--- src/sv/jpid_pkg.sv ---
`timescale 1ns / 1ps
package jpid_pkg;
    localparam int NUM_JOINTS = 32;
    localparam int JW = 5;
    localparam int QDEPTH = 2;

    localparam logic CMD_STORE = 1'b0;
    localparam logic CMD_TICK  = 1'b1;

    localparam logic CFG_PERIOD = 1'b0;
    localparam logic CFG_RATE   = 1'b1;
    localparam logic [16:0] PERIOD_RESET = 17'd66;
    localparam logic [15:0] RATE_RESET   = 16'd1000;

    typedef struct packed {
        logic              cmd;
        logic [4:0]        joint_index;
        logic signed [31:0] position_value;
        logic signed [31:0] velocity_value;
        logic signed [31:0] feedforward_effort;
        logic signed [31:0] position_gain;
        logic signed [31:0] integral_gain;
        logic signed [31:0] derivative_gain;
        logic signed [31:0] velocity_gain;
        logic signed [31:0] integral_low;
        logic signed [31:0] integral_high;
    } in_item_t;

    typedef struct packed {
        logic [4:0]         joint_number;
        logic signed [31:0] drive_force;
    } out_item_t;

    typedef struct packed {
        logic [JW-1:0]      joint;
        logic signed [31:0] pos;
        logic signed [31:0] vel;
    } tick_t;

    typedef enum logic [3:0] {
        ST_IDLE, ST_ERR, ST_DER, ST_INT, ST_CLAMP,
        ST_P, ST_V, ST_I, ST_D, ST_SUM, ST_OUT
    } state_t;

    function automatic logic signed [31:0] sat32(input logic signed [64:0] v);
        if (v > 65'sd2147483647) return 32'sh7fffffff;
        if (v < -65'sd2147483648) return 32'sh80000000;
        return v[31:0];
    endfunction
endpackage

--- src/sv/jpid_front.sv ---
`timescale 1ns / 1ps
module jpid_front import jpid_pkg::*; (
    input  logic     aclk,
    input  logic     aresetn,
    input  logic     s_valid,
    output logic     s_ready,
    input  in_item_t s_data,
    input  logic     busy,
    output logic     st_we,
    output logic [JW-1:0] st_joint,
    output logic     q_valid,
    input  logic     q_ready,
    output tick_t    q_data
);
    tick_t q_reg [QDEPTH];
    logic [0:0] wp_reg, rp_reg;
    logic [1:0] cnt_reg;
    logic acc, in_range, push, pop;

    assign in_range = 32'(s_data.joint_index) < NUM_JOINTS;
    // a store waits until no tick is queued or running
    assign s_ready  = cnt_reg != 2'(QDEPTH) &&
                      !(s_data.cmd == CMD_STORE && (q_valid || busy));
    assign acc      = s_valid && s_ready;
    assign push     = acc && in_range && s_data.cmd == CMD_TICK;
    assign st_we    = acc && in_range && s_data.cmd == CMD_STORE;
    assign st_joint = s_data.joint_index[JW-1:0];
    assign pop      = q_valid && q_ready;
    assign q_valid  = cnt_reg != 2'd0;
    assign q_data   = q_reg[rp_reg];

    always_ff @(posedge aclk) begin
        if (push) begin
            q_reg[wp_reg] <= '{joint: s_data.joint_index[JW-1:0],
                               pos: s_data.position_value, vel: s_data.velocity_value};
        end
        if (!aresetn) begin
            wp_reg <= '0;
            rp_reg <= '0;
            cnt_reg <= '0;
        end else begin
            if (push) wp_reg <= wp_reg + 1'b1;
            if (pop) rp_reg <= rp_reg + 1'b1;
            cnt_reg <= cnt_reg + 2'(push) - 2'(pop);
        end
    end
endmodule

--- config.mk ---
export PLATFORM = sky130hd
export DESIGN_NAME = jpid_front
export DESIGN_NICKNAME = d
export VERILOG_FILES = /design/src/sv/jpid_pkg.sv /design/src/sv/jpid_front.sv
export SDC_FILE = /design/constraint.sdc
export NUM_CORES = 1
export LEC_CHECK = 0
export ABC_AREA = 1
export BUFFER_PORTS_ARGS = -buffer_cell sky130_fd_sc_hd__buf_2
export CELL_PAD_IN_SITES_DETAIL_PLACEMENT = 1
export CELL_PAD_IN_SITES_GLOBAL_PLACEMENT = 1
export CORE_ASPECT_RATIO = 1.1
export CORE_MARGIN = 10
export CORE_UTILIZATION = 28
export DETAILED_ROUTE_END_ITERATION = 8
export PLACE_DENSITY_LB_ADDON = 0.1
export SETUP_SLACK_MARGIN = 0.05
export SKIP_LAST_GASP = 1
export SLEW_MARGIN = 40
export SYNTH_ARGS = -nofsm -noshare
export SYNTH_HDL_FRONTEND = slang
export SYNTH_SLANG_ARGS = --single-unit
--- constraint.sdc ---
create_clock -name aclk -period 4.48 [get_ports aclk]
set_clock_uncertainty 0.2 [all_clocks]
set_input_delay 0.224 -clock aclk [delete_from_list [all_inputs] [get_ports aclk]]
set_output_delay 0.224 -clock aclk [all_outputs]
set_load 0.01 [all_outputs]
==> impl_metrics.env <==
export IMPL_cp_start_kind="register"
export IMPL_total_power_mw=3.81
export IMPL_die_w_um=152
export IMPL_start_util_pct=28.8
export IMPL_use_met3_pct=5.28
export IMPL_via_per_inst=4.14
export IMPL_core_mm2=0.0185
export IMPL_mostFrequentLayoutCells="151 x buf_2, 138 x edfxtp_1, 71 x dlygate4sd3_1, 59 x mux2_2, 17 x clkbuf_16"
export IMPL_drt_pass1_iter_count=4
export IMPL_required_ps=4340
export IMPL_hold_start="s_valid"
export IMPL_cp_depth=5
export IMPL_r2r_start="cnt_reg[0]"
export IMPL_rows=52
export IMPL_critical_path_top_delay_family="buffers and inverters"
export IMPL_grt_util_met2_pct=16.4
export IMPL_area_growth_pct=44.0
export IMPL_placed_cells=648
export IMPL_grt_busiest_layer="met2"
export IMPL_rsz0062_at_grt="false"
export IMPL_io_buffers=151
export IMPL_nets=796
export IMPL_leakage_nw=2.93
export IMPL_post_cts_resized=0
export IMPL_synth_nets=563
export IMPL_synth_cells=262
export IMPL_postSynthAreaPerCell_um2=20.4
export IMPL_startpoint="cnt_reg[0]"
export IMPL_grt_max_degree=39
export IMPL_holdBufCountCts=71
export IMPL_power_density_mw_per_mm2=496
export IMPL_setup_worst_path_end_class="register"
export IMPL_wl_per_cell_um=16.6
export IMPL_cts_max_level=4
export IMPL_routed_wl_mm=12.4
export IMPL_clk_latency_ps=410
export IMPL_worstSetupPathType="register to register"
export IMPL_min_path_type="input pin to register"
export IMPL_slew_violations=0
export IMPL_crit_buf_inv=3
export IMPL_grt_ovfl_total=0
export IMPL_ant_nets=0
export IMPL_grt_pass1_vias=3698
export IMPL_largest_reg_flops=138
export IMPL_cts_clk_slew_worst_paths_ps=50
export IMPL_holdPathStages=4
export IMPL_syn_area_mm2=0.00533
export IMPL_tightestPinTransition_ps=722
export IMPL_slowest_delay_ps=540
export IMPL_clock_path_buffers=2
export IMPL_cts_sinks=143
export IMPL_whs_ps=42.3
export IMPL_setup_tns_ps=0
export IMPL_cp_slowest_cell="buf_4"
export IMPL_reg2regPathDepth=5
export IMPL_drive_gt1_share_pct=50.3
export IMPL_ir_drop_mv=0.239
export IMPL_gp_congestion=0.677
export IMPL_grt_total_usage_pct=10.2
export IMPL_die_height_um=165
export IMPL_final_core_util_pct=41.4
export IMPL_cp_max_fo=38
export IMPL_layout_commonest_cell="buf_2"
export IMPL_hold_violations=0
export IMPL_period_share_pct=54.0
export IMPL_cts_tree="yes"
export IMPL_final_cells=750
export IMPL_relSlewSlack_pct=51.9
export IMPL_ios=376
export IMPL_setup_viol=0
export IMPL_synth_seq_cells=143
export IMPL_status="finished clean"
export IMPL_dp_hpwl_mm=8.39
export IMPL_min_period_ps=2420
export IMPL_critical_path_cell_chain="inv_1 > nand2_1 > nand4_1 > clkinv_2 > buf_4"
export IMPL_arrival_ps=2270
export IMPL_diodes=0
export IMPL_synth_seq_area_share_pct=79.6
export IMPL_vias=3107
export IMPL_grt_util_met1_pct=11.3
export IMPL_drv_cap=0
export IMPL_root_buffer="clkbuf_16"
export IMPL_grt_pass1_wl_mm=19.2
export IMPL_die_area_mm2=0.0250
export IMPL_drt_initial_drc_count=97
export IMPL_yosys_warnings=0
export IMPL_fill_cells=1876
export IMPL_numCtsBuffers=17
export IMPL_drc=0
export IMPL_synth_cell_types=16
export IMPL_fmax_mhz=413
export IMPL_cts_setup_buffers=0
export IMPL_antenna_found_initial=0
Yosys cell counts:
library cell  number  share of area, %
inv_1             11              0.77
mux2_4            10               2.8
edfxtp_1         138                78
buf_6              2              0.42
buf_8              1              0.28
a21oi_1            1             0.094
mux2_2            59                12
ha_1               2              0.47
nand4_1            2              0.23
dfxtp_1            5               1.9
nand2_1            9              0.63
buf_4              5              0.70
o21a_1             2              0.28
nor2_1             7              0.49
buf_2              5              0.47
nand3_1            3              0.28
layout make-up:
| type | count | area, um^2 | share of cell area [%] |
|---|---|---|---|
| clock buffers | 18 | 429 | 5.59 |
| clock inverters | 13 | 171 | 2.23 |
| inverters | 11 | 42.5 | 0.554 |
| multi-input cells | 95 | 955 | 12.4 |
| flip-flops and latches | 143 | 4250 | 55.3 |
| well taps | 243 | 304 | 3.96 |
| repair buffers | 227 | 1530 | 19.9 |
cells by family after synthesis:
family	Yosys count	synth area share, %
AOI/OAI and AO/OA	3	0.375
adders and majority gates	2	0.469
buffers and inverters	24	2.65
DFF	143	79.6
muxes	69	15.3
and+or+nand+nor	21	1.64
metal layers:
layer  part of all wire, %  vias to the layer above
met2                    48                      105
met5                     0                        -
met1                    42                     1525
met4                   1.1                        0
li1                      -                     1469
met3                   9.1                        8
per-stage QoR:
stage	instance area (um^2)	setup WS, ps
2_1_floorplan	5330	267
3_5_place_dp	6370	1970
5_1_grt	7680	1810
4_1_cts	7680	1940
3_3_place_gp	6330	1980
6_report	7680	2060
power by group:
group / switching [mW] / leakage, nW / internal [mW] / total (mW)
Clock: 0.513 / 0.292 / 0.920 / 1.43
Sequential: 0.0510 / 1.31 / 1.58 / 1.63
Combinational: 0.366 / 1.33 / 0.378 / 0.743
Total: 0.929 / 2.93 / 2.88 / 3.81
tightest hold or removal path, cell delays in order:
cell and delay (ps):
buf_2 120, nand4_1 130, nand2_1 70, nor2_1 80
path summary, 6_finish.rpt:
check,slack [ps],to
max,2060,q_reg[1][58]
min,40,wp_reg
max reg2reg,2060,q_reg[1][58]
min reg2reg,300,rp_reg
Note: power is estimated with default switching activity, not from simulation.
